<file path="src/hdl/jfb_pkg.sv">
// Shared types and constants of the frame jitter buffer.
package jfb_pkg;

  localparam int FrameW   = 31;
  localparam int DataW    = 64;
  localparam int CountW   = 6;
  localparam int CommandW = 3;
  localparam int StatusW  = 2;

  localparam logic [CommandW-1:0] CMD_INSERT       = 3'd0;
  localparam logic [CommandW-1:0] CMD_READ_EXACT   = 3'd1;
  localparam logic [CommandW-1:0] CMD_READ_LATEST  = 3'd2;
  localparam logic [CommandW-1:0] CMD_READ_DELAYED = 3'd3;
  localparam logic [CommandW-1:0] CMD_CLEAR        = 3'd4;

  localparam logic [StatusW-1:0] STATUS_OK   = 2'd0;
  localparam logic [StatusW-1:0] STATUS_MISS = 2'd1;
  localparam logic [StatusW-1:0] STATUS_OLD  = 2'd2;

  typedef struct packed {
    logic [CommandW-1:0] command;
    logic [FrameW-1:0]   frame_number;
    logic [DataW-1:0]    payload;
    logic [FrameW-1:0]   delay;
  } request_t;

  typedef struct packed {
    logic [StatusW-1:0] status;
    logic [FrameW-1:0]  result_frame;
    logic [DataW-1:0]   result_payload;
    logic [CountW-1:0]  filled_count;
    logic [CountW-1:0]  window_size;
    logic [FrameW-1:0]  oldest_frame;
    logic [FrameW-1:0]  newest_frame;
    logic               buffer_empty;
  } result_t;

  typedef enum logic [2:0] {
    S_IDLE,
    S_MOD,
    S_PREP,
    S_SCAN,
    S_DONE
  } state_t;

endpackage

</file>
<file path="src/hdl/jfb_cell.sv">
// One storage slot of the slot ring: valid mark, frame number and descriptor.
module jfb_cell
  import jfb_pkg::*;
#(
  parameter int PayloadW = 64
) (
  input  logic                clk,
  input  logic                rst,
  input  logic                shift,
  input  logic                valid_in,
  input  logic [FrameW-1:0]   frame_in,
  input  logic [PayloadW-1:0] payload_in,
  output logic                valid,
  output logic [FrameW-1:0]   frame,
  output logic [PayloadW-1:0] payload
);

  always_ff @(posedge clk) begin
    if (rst) begin
      valid <= 1'b0;
    end else if (shift) begin
      valid <= valid_in;
    end
  end

  always_ff @(posedge clk) begin
    if (shift) begin
      frame   <= frame_in;
      payload <= payload_in;
    end
  end

endmodule

</file>
<file path="src/hdl/jfb_rem.sv">
// Remainder of a frame number by the slot count, by reciprocal multiplication.
module jfb_rem
  import jfb_pkg::*;
#(
  parameter int CAPACITY = 32
) (
  input  logic                        clk,
  input  logic                        rst,
  input  logic                        load,
  input  logic [FrameW-1:0]           value,
  output logic [$clog2(CAPACITY)-1:0] rem,
  output logic                        done
);

  localparam int SlotW  = $clog2(CAPACITY);
  localparam int ShiftW = FrameW + SlotW;
  localparam int RecipW = FrameW + 2;
  localparam int ProdW  = FrameW + RecipW;
  // rounded-up reciprocal: the product shifted down by ShiftW is the exact
  // quotient for every frame number, since CAPACITY <= 2**SlotW
  localparam longint RecipL = ((longint'(1) << ShiftW) + longint'(CAPACITY) - longint'(1))
                              / longint'(CAPACITY);
  localparam logic [RecipW-1:0] Recip = RecipW'(RecipL);

  logic [FrameW-1:0] val;
  logic [ProdW-1:0]  prod;
  logic [SlotW-1:0]  quo;
  logic [SlotW-1:0]  back;
  logic              held;
  logic              mult;

  // only the low bits of quotient times divisor matter for the remainder
  always_comb begin
    quo  = SlotW'(prod >> ShiftW);
    back = SlotW'(quo * SlotW'(CAPACITY));
  end

  assign done = mult;

  always_ff @(posedge clk) begin
    if (rst) begin
      held <= 1'b0;
      mult <= 1'b0;
    end else begin
      held <= load;
      mult <= held;
    end
  end

  always_ff @(posedge clk) begin
    if (load) begin
      val <= value;
    end
    if (held) begin
      prod <= ProdW'(val) * ProdW'(Recip);
    end
    if (mult) begin
      rem <= val[SlotW-1:0] - back;
    end
  end

endmodule

</file>
<file path="src/hdl/frame_jitter_buffer.sv">
// Top level: sliding-window frame store built as a rotating ring of slots.
//
//   channel   ports                      handshake
//   request   start, busy, request       taken when start=1 and busy=0
//   result    done, result               one-cycle strobe, always taken
//
// Each request makes the slot ring rotate once past a single head unit;
// an insert first waits for its slot index from the reciprocal remainder unit.
// busy stays high from the accepting edge until the result strobe.
// Reset empties the window and clears every valid mark at once.
// The result is registered in the done state and goes out with the strobe;
// the receiver cannot hold it off.
module frame_jitter_buffer
  import jfb_pkg::*;
#(
  parameter int CAPACITY     = 32,
  parameter int PAYLOAD_BITS = 64
) (
  input  logic     clk,
  input  logic     rst,
  input  logic     start,
  output logic     busy,
  input  request_t request,
  output logic     done,
  output result_t  result
);

  localparam int SlotW = $clog2(CAPACITY);
  localparam int PW    = PAYLOAD_BITS;
  localparam logic [FrameW-1:0] CapM1 = FrameW'(CAPACITY - 1);

  state_t state, state_next;

  request_t          req;
  logic [FrameW-1:0] low, high, key, tgt, best;
  logic              empty, ignored, near;
  logic [SlotW-1:0]  idx;
  logic [CountW-1:0] count;
  logic              found;
  logic [FrameW-1:0] found_frame;
  logic [PW-1:0]     found_payload;

  logic [SlotW-1:0]  rem;
  logic              rem_done;
  logic              rem_load;

  logic              cv [CAPACITY];
  logic [FrameW-1:0] cf [CAPACITY];
  logic [PW-1:0]     cp [CAPACITY];

  logic              head_v;
  logic [FrameW-1:0] head_f;
  logic [PW-1:0]     head_p;
  logic [FrameW-1:0] gap;
  logic              take;
  logic              scan_en;

  logic [FrameW-1:0] cand;
  logic [FrameW:0]   diff;
  logic [FrameW-1:0] span;
  logic              below;
  logic [FrameW-1:0] key_next;
  result_t           result_next;

  assign busy     = (state != S_IDLE);
  assign scan_en  = (state == S_SCAN);
  assign rem_load = (state == S_IDLE) && start && (request.command == CMD_INSERT);

  jfb_rem #(.CAPACITY(CAPACITY)) u_rem (
    .clk   (clk),
    .rst   (rst),
    .load  (rem_load),
    .value (request.frame_number),
    .rem   (rem),
    .done  (rem_done)
  );

  // ring: each slot takes its upper neighbor, the last takes the updated head
  for (genvar k = 0; k < CAPACITY; k++) begin : g_ring
    if (k == CAPACITY - 1) begin : g_last
      jfb_cell #(.PayloadW(PW)) u_slot (
        .clk        (clk),
        .rst        (rst),
        .shift      (scan_en),
        .valid_in   (head_v),
        .frame_in   (head_f),
        .payload_in (head_p),
        .valid      (cv[k]),
        .frame      (cf[k]),
        .payload    (cp[k])
      );
    end else begin : g_mid
      jfb_cell #(.PayloadW(PW)) u_slot (
        .clk        (clk),
        .rst        (rst),
        .shift      (scan_en),
        .valid_in   (cv[k+1]),
        .frame_in   (cf[k+1]),
        .payload_in (cp[k+1]),
        .valid      (cv[k]),
        .frame      (cf[k]),
        .payload    (cp[k])
      );
    end
  end

  // head unit: update the slot passing the head, index idx
  always_comb begin
    head_v = cv[0];
    head_f = cf[0];
    head_p = cp[0];
    case (req.command)
      CMD_INSERT: begin
        if (!ignored) begin
          // drop frames that fell below the window
          if (cv[0] && (cf[0] < low)) begin
            head_v = 1'b0;
          end
          if (idx == rem) begin
            head_v = 1'b1;
            head_f = req.frame_number;
            head_p = req.payload[PW-1:0];
          end
        end
      end
      CMD_CLEAR: head_v = 1'b0;
      default: ;
    endcase
  end

  always_comb begin
    gap = (cf[0] >= tgt) ? cf[0] - tgt : tgt - cf[0];
    // scan runs in slot order, so a strict compare keeps the lowest slot on a tie
    if (near) begin
      take = cv[0] && (!found || (gap < best));
    end else begin
      take = cv[0] && (cf[0] == key);
    end
  end

  always_comb begin
    cand  = (req.frame_number >= CapM1) ? req.frame_number - CapM1 : '0;
    diff  = {1'b0, high} - {1'b0, req.delay};
    span  = high - low + FrameW'(1);
    below = diff[FrameW] || (diff[FrameW-1:0] < low);
    case (req.command)
      CMD_READ_EXACT:   key_next = req.frame_number;
      CMD_READ_LATEST:  key_next = high;
      // target below the bottom: fall back to the bottom frame
      CMD_READ_DELAYED: key_next = low;
      default:          key_next = '0;
    endcase
  end

  always_ff @(posedge clk) begin
    if (rst) begin
      state <= S_IDLE;
    end else begin
      state <= state_next;
    end
  end

  always_comb begin
    state_next = state;
    unique case (state)
      S_IDLE: begin
        if (start) begin
          state_next = (request.command == CMD_INSERT) ? S_MOD : S_PREP;
        end
      end
      S_MOD: begin
        if (rem_done) begin
          state_next = S_PREP;
        end
      end
      S_PREP: state_next = S_SCAN;
      S_SCAN: begin
        if (idx == SlotW'(CAPACITY - 1)) begin
          state_next = S_DONE;
        end
      end
      S_DONE: state_next = S_IDLE;
      default: state_next = S_IDLE;
    endcase
  end

  // window registers
  always_ff @(posedge clk) begin
    if (rst) begin
      low   <= '0;
      high  <= '0;
      empty <= 1'b1;
    end else if (state == S_PREP) begin
      if (req.command == CMD_INSERT) begin
        if (empty) begin
          low   <= req.frame_number;
          high  <= req.frame_number;
          empty <= 1'b0;
        end else if (req.frame_number > high) begin
          high <= req.frame_number;
          if (cand > low) begin
            low <= cand;
          end
        end
      end else if (req.command == CMD_CLEAR) begin
        low   <= '0;
        high  <= '0;
        empty <= 1'b1;
      end
    end
  end

  // request hold, setup and scan accumulation
  always_ff @(posedge clk) begin
    if (state == S_IDLE && start) begin
      req <= request;
    end
    if (state == S_PREP) begin
      idx     <= '0;
      count   <= '0;
      found   <= 1'b0;
      best    <= '0;
      tgt     <= diff[FrameW-1:0];
      ignored <= (req.command == CMD_INSERT) && !empty && (req.frame_number < low);
      near    <= (req.command == CMD_READ_DELAYED) && !below;
      key     <= key_next;
    end
    if (scan_en) begin
      idx <= idx + SlotW'(1);
      if (head_v) begin
        count <= count + CountW'(1);
      end
      if (take) begin
        found         <= 1'b1;
        found_frame   <= cf[0];
        found_payload <= cp[0];
        best          <= gap;
      end
    end
  end

  always_comb begin
    result_next                = '0;
    result_next.filled_count   = empty ? '0 : count;
    result_next.window_size    = empty ? '0 : span[CountW-1:0];
    result_next.oldest_frame   = low;
    result_next.newest_frame   = empty ? '0 : high;
    result_next.buffer_empty   = empty;
    unique case (req.command) inside
      CMD_INSERT: result_next.status = ignored ? STATUS_OLD : STATUS_OK;
      CMD_READ_EXACT, CMD_READ_LATEST, CMD_READ_DELAYED: begin
        if (!empty && found) begin
          result_next.result_frame   = found_frame;
          result_next.result_payload = DataW'(found_payload);
        end else begin
          result_next.status = STATUS_MISS;
        end
      end
      default: result_next.status = STATUS_OK;
    endcase
  end

  always_ff @(posedge clk) begin
    if (rst) begin
      done <= 1'b0;
    end else begin
      done <= (state == S_DONE);
    end
  end

  always_ff @(posedge clk) begin
    if (state == S_DONE) begin
      result <= result_next;
    end
  end

endmodule

</file>
<file path="config.mk">
export PLATFORM = sky130hd
export DESIGN_NAME = frame_jitter_buffer
export DESIGN_NICKNAME = d
export VERILOG_FILES = /design/src/hdl/jfb_pkg.sv /design/src/hdl/jfb_cell.sv /design/src/hdl/jfb_rem.sv /design/src/hdl/frame_jitter_buffer.sv
export SDC_FILE = /design/constraint.sdc
export NUM_CORES = 2
export LEC_CHECK = 0
export ABC_AREA = 1
export CORE_MARGIN = 2
export CORE_UTILIZATION = 40
export DETAILED_ROUTE_END_ITERATION = 10
export DONT_BUFFER_PORTS = 1
export SLEW_MARGIN = 0
export SYNTH_ARGS = -nofsm -noshare
export SYNTH_HDL_FRONTEND = slang
export SYNTH_HIERARCHICAL = 1
export SYNTH_SLANG_ARGS = --single-unit
</file>
<file path="constraint.sdc">
create_clock -name clk -period 92.9 [get_ports clk]
set_input_delay 4.645 -clock clk [delete_from_list [all_inputs] [get_ports clk]]
set_output_delay 4.645 -clock clk [all_outputs]
set_load 0.01 [all_outputs]
</file>
Word level (Yosys, flattened, before mapping) --
Index checks and enable logic that the tools add are counted.
Operators by class: eq/ne operators 16, reductions and logical operators 27, add/sub/neg operators 8, multiplexer cells 43, $lt $le $gt $ge 8
Operators with widths (count):
- $mux 31 | 16
- $mux 64 | 3
- $lt 31x31->1 | 4
- $pmux 31 s3 | 1
- $gt 31x31->1 | 2
- $sub 31x31->31 | 2
- $sub 31x31->32 | 1
- $eq 31x31->1 | 1
- $ge 31x31->1 | 1
- $ge 31x5->1 const B | 1
- $sub 31x5->31 const B | 1
- $mux 6 | 3
- $add 6x1->6 const B | 2
- $eq 3x2->1 const B | 4
- $pmux 3 s4 | 1
- $mux 1 | 10
- $mux 5 | 2
- $logic_and 1x1->1 | 9
- $logic_not 3->1 | 3
- $mux 3 | 3
- $eq 3x1->1 const B | 2
- $eq 3x3->1 const B | 2
- $ne 3x3->1 const B | 2
- $reduce_and 2->1 | 3
- 16 further kinds | 23
Storage, ports and cells: bits of input ports 132, register bits after elaboration 3654, word-level logic and storage cells 229

Depth between registers and ports, before layout --
depth in word-level cells 8, gate-level depth with buffers 30

Modules after synthesis --
The synthesis kept the hierarchy.
Modules (own cells, without submodules):
- jfb_cell | times used 32, area each 2897.8 sq um, cells an instance 102
- frame_jitter_buffer | times used 1, area each 33694.8 sq um, cells an instance 4007
- jfb_rem | times used 1, area each 355.3 sq um, cells an instance 16

Worst setup path after synthesis --
OpenSTA, ideal clock, no wires.
kind flip-flop to flip-flop, from register state[2], to register idx[3] (data pin), stages on the path, launching flop included 4, path buffers 0, data arrival time 85.744 ns, clock period less this slack 86.135 ns, setup slack 6.765 ns, cells stage by stage dfxtp_1 nor2_2 o21ai_0 a21oi_1
Between the ends: longest elaborated chain between the ends 2
Ends and longest elaborated chain:
- start, declared | RTL line frame_jitter_buffer.sv:32 | state_t state, state_next;
- start signal, assigned | RTL line frame_jitter_buffer.sv:159 | state <= state_next;
- $eq 3x2->1 | RTL line frame_jitter_buffer.sv:66 | assign scan_en = (state == S_SCAN);
- named net scan_en | RTL line frame_jitter_buffer.sv:56 | logic scan_en;
- $mux 5 | RTL line frame_jitter_buffer.sv:228 | if (scan_en) begin
- end signal, assigned | RTL line frame_jitter_buffer.sv:229 | idx <= idx + SlotW'(1);
- end, declared | RTL line frame_jitter_buffer.sv:37 | logic [SlotW-1:0] idx;
The timed path passes the listed nets, and every way through them passes these cells. A chain may end at the register's enable or synchronous reset.

Worst setup path after layout --
from register state[0], to register g_ring[2].g_mid.u_slot.payload[38], enable pin
Between the ends: longest elaborated chain between the ends 1
Ends and longest elaborated chain:
- $eq 3x2->1 | RTL line frame_jitter_buffer.sv:66
- named net scan_en | RTL line frame_jitter_buffer.sv:56
- end signal, assigned | RTL line jfb_cell.sv:29 | payload <= payload_in;
- end, declared | RTL line jfb_cell.sv:15 | output logic [PayloadW-1:0] payload
The timed path passes the listed nets, and every way through them passes these cells.

==> results.md <==
* Clk sinks at 3,654
* Worst Clk Skew at 0.07338 ns
* Via density at 4.763
* Root Driver: clkbuf_16
* Startpoint types: flop
* HP Class: reg -> reg
* Tmin final at 11.31 ns
* Die height at 567.0 um
* Post-route antenna net violation count at 0
* Peak VDD IR at 0.02340 mV
* FF-to-FF Start: state[0]
* Crit path cell chain: nand2_1 > nor2_4 > buf_4 > buf_4 > buf_4 > buf_4 > buf_4 > buf_12 > buf_4 > buf_4 > buf_4 > buf_12 > buf_4
* Yosys warning count at 6
* Global route overflow at 0
* LEAKAGE at 0.04920 uW
* # resized after CTS at 0
* DP HPWL at 156.4 mm
* Worst r2r dst: g_ring[2].g_mid.u_slot/payload[38]
* CP most frequent cell: buf_4
* Max stage delay on crit path at 0.96 ns
* Worst Hold Path Cells at 0
* WL/cell at 19.92 um
* Via Count at 57,650
* Count of final hold-check violations at 0
* Area contributors post-synth: edfxtp_1, nand2_1, ha_1
* Clk_lat worst skew at 0.93 ns
* FP Rows at 206
* Slowest cell on the critical path: buf_4
* Vias in the first global route at 56,400
* Initial drt markers at 5,670
* Critical Path AT at 11.83 ns
* Port bufs at 0
* Cts hold-fix bufs at 0
* Avg Inst Size Synth at 17.40 sq um
* Layout fillers at 26,730
* Initial antenna violation count at 20
* Pre-CTS setup slack at 81.25 ns
* Synth top area share at 0.8326
* Critical path class: reg -> reg
* Chip width at 567.0 um
* Setup TNS at 0 ns
* Post-Syn Area at 0.1268 sq mm
* Syn Inst Count at 7,287
* Pin count of the biggest net entering global routing at 231
* First-pass detailed-route iteration total at 6
* Top_reg_cell synth: edfxtp_1
* Final period util at 0.1217
* Final core area utilization at 0.4570
* Worst slew pin tran at 1.243 ns
* Fraction of registers with async set/reset at 0
* WL final at 241.1 mm
* Hold Path Origin: g_ring[23].g_mid.u_slot/payload[15]
* Cts bufs inserted at 364
* Distinct cells, synth at 52
* Share of cells above drive strength 1 at 0.08951
* WP data required at 93.43 ns
* Fin nets at 8,053
* #FFs+latches synth at 3,654
* P&R area growth vs syn at 13.63%
* RSZ-0062 raised after global routing: false
* Post-DP Area at 0.1322 sq mm
* GPL Wtd Cong at 0.9018
* All-layer global routing usage at 0.1465
* Cell area after layout at 0.1441 sq mm
* Initial Utilization at 0.4022
* DIE AREA at 0.3215 sq mm
* Post-synth EDFFs at 3,515
* First-pass GRT wire length at 354.8 mm
* Clk buf depth at 4
* # IOs at 306
* R2R cell count at 13
* # setup viols final at 0
* Remaining DRCs at 0
* Seq/Total Area, Yosys at 0.8545
* Status: finished, final reports clean
* Worst Path Max Fanout at 224
* Worst Setup End Kind: flop
* Slew margin rel. at 0.1714
* Core box area at 0.3152 sq mm
* Max Cap Viol at 0
* Htree depth at 5
* Setup WS post-layout at 81.59 ns
* Syn_nets at 7,710
* Slew Limit Fails at 0
* Post-CTS setup buffer count at 0
* Reg clk slew, reported paths at 0.06 ns
* Total power density per cell area at 27.52 mW/mm^2
* Min-Delay Endpoint: g_ring[22].g_mid.u_slot/payload[15]
* CTS tree: done
* Max Clock Freq at 0.08845 GHz
* Yosys top cell by area: edfxtp_1
* Reg2Reg Setup Slack at 81.59 ns
[placed cells by master (no fill, tap or decap), types with 12 or more instances in the layout]
cell / synthesis / final
edfxtp_1: 3515 / 3515
nand2_1: 1170 / 1170
inv_1: 640 / 640
nor2_1: 483 / 480
clkbuf_16: 0 / 365
ha_1: 287 / 287
a21oi_1: 250 / 250
nand3_1: 143 / 142
dfxtp_1: 139 / 138
o21ai_0: 134 / 134
clkinv_1: 3 / 91
buf_4: 10 / 83
xor2_1: 70 / 70
clkinv_2: 0 / 64
nand4_1: 62 / 62
clkbuf_1: 44 / 57
nor2_2: 50 / 50
xnor2_1: 38 / 38
bufinv_16: 0 / 31
o221ai_1: 27 / 27
o21ai_1: 25 / 25
nor3_1: 23 / 22
clkinvlp_4: 0 / 16
o211ai_1: 15 / 15
clkinv_16: 0 / 12
[through the flow]
stage / total power, uW / hold WS [ns] / cells
floorplan: 2936 / 0.3883 / 7287
global placement: 2558 / 0.3951 / 11420
CTS: 4018 / 0.3575 / 12090
finish: 3964 / 0.3605 / 12100
global route: 4144 / 0.3612 / 12100
detailed placement: 2568 / 0.3984 / 11420
[report_power, final]
group | internal, uW | switching, uW | leakage [uW]
clock | 818 | 613 | 0.00573
sequential | 2050 | 72.0 | 0.0328
combinational | 106 | 308 | 0.0106
total | 2970 | 993 | 0.0492
[logic make-up after synthesis]
group | Yosys count | synth area share
and+or+nand+nor | 1980 | 0.06409
adders and majority gates | 291 | 0.02896
buffers and inverters | 763 | 0.02364
AOI/OAI and AO/OA | 491 | 0.02135
xor gates and xnor gates | 108 | 0.007461
DFF | 3654 | 0.8545
[critical path, delay by kind of cell (launching register included)]
kind,cells,cell delay (ns)
buffers and inverters,11,9.20
AND/OR/NAND/NOR,2,0.89
flip-flops,1,0.39
[Yosys cell counts (50+ instances only)]
| cell | count |
|---|---|
| a21oi_1 | 250 |
| dfxtp_1 | 139 |
| edfxtp_1 | 3515 |
| ha_1 | 287 |
| inv_1 | 640 |
| nand2_1 | 1170 |
| nand3_1 | 143 |
| nand4_1 | 62 |
| nor2_1 | 483 |
| nor2_2 | 50 |
| o21ai_0 | 134 |
| xor2_1 | 70 |
[metal layers]
metal,GRT usage,vias up,wire length (um)
li1,-,27000,-
met1,0.2051,28810,109300
met2,0.2264,1372,109700
met3,0.02427,466,11690
met4,0.06413,2,10340
met5,0,-,13
[sequential cells by signal (all words and copies together), names as in the netlist, 6 cells and up]
| register | flops |
|---|---|
| best | 31 |
| count | 6 |
| found_frame | 31 |
| found_payload | 64 |
| g_ring.g_last.u_slot/frame | 31 |
| g_ring.g_last.u_slot/payload | 64 |
| g_ring.g_mid.u_slot/frame | 961 |
| g_ring.g_mid.u_slot/payload | 1984 |
| g_ring.g_mid.u_slot/valid | 31 |
| high | 31 |
| key | 31 |
| low | 31 |
| req | 129 |
| result | 172 |
| tgt | 31 |
[worst max path at each step]
stage | from | end | cells past startpoint | slack [ns]
3_5_place_dp | state[0] | g_ring[1].g_mid.u_slot/payload[33] | 13 | 81.25
3_3_place_gp | state[0] | g_ring[1].g_mid.u_slot/payload[37] | 13 | 81.76
6_report | state[0] | g_ring[2].g_mid.u_slot/payload[38] | 13 | 81.59
4_1_cts | state[0] | g_ring[10].g_mid.u_slot/payload[41] | 13 | 81.48
2_1_floorplan | state[2] | idx[3] | 3 | 6.76
5_1_grt | state[0] | g_ring[4].g_mid.u_slot/payload[33] | 13 | 80.48
[area by class of cell]
| type | count | area [sq um] | area share |
|---|---|---|---|
| Tap cell | 4160 | 5205 | 0.03613 |
| Antenna cell | 11 | 27.53 | 0.0001911 |
| Clock inverter | 243 | 2440 | 0.01694 |
| Timing Repair Buffer | 87 | 703.2 | 0.004881 |
| Inverter | 653 | 2455 | 0.01704 |
| Clock buffer | 425 | 9389 | 0.06518 |
| Multi-Input combinational cell | 2870 | 15500 | 0.1076 |
| Sequential cell | 3654 | 108300 | 0.7520 |
Note: power is estimated with default switching activity, not from simulation.
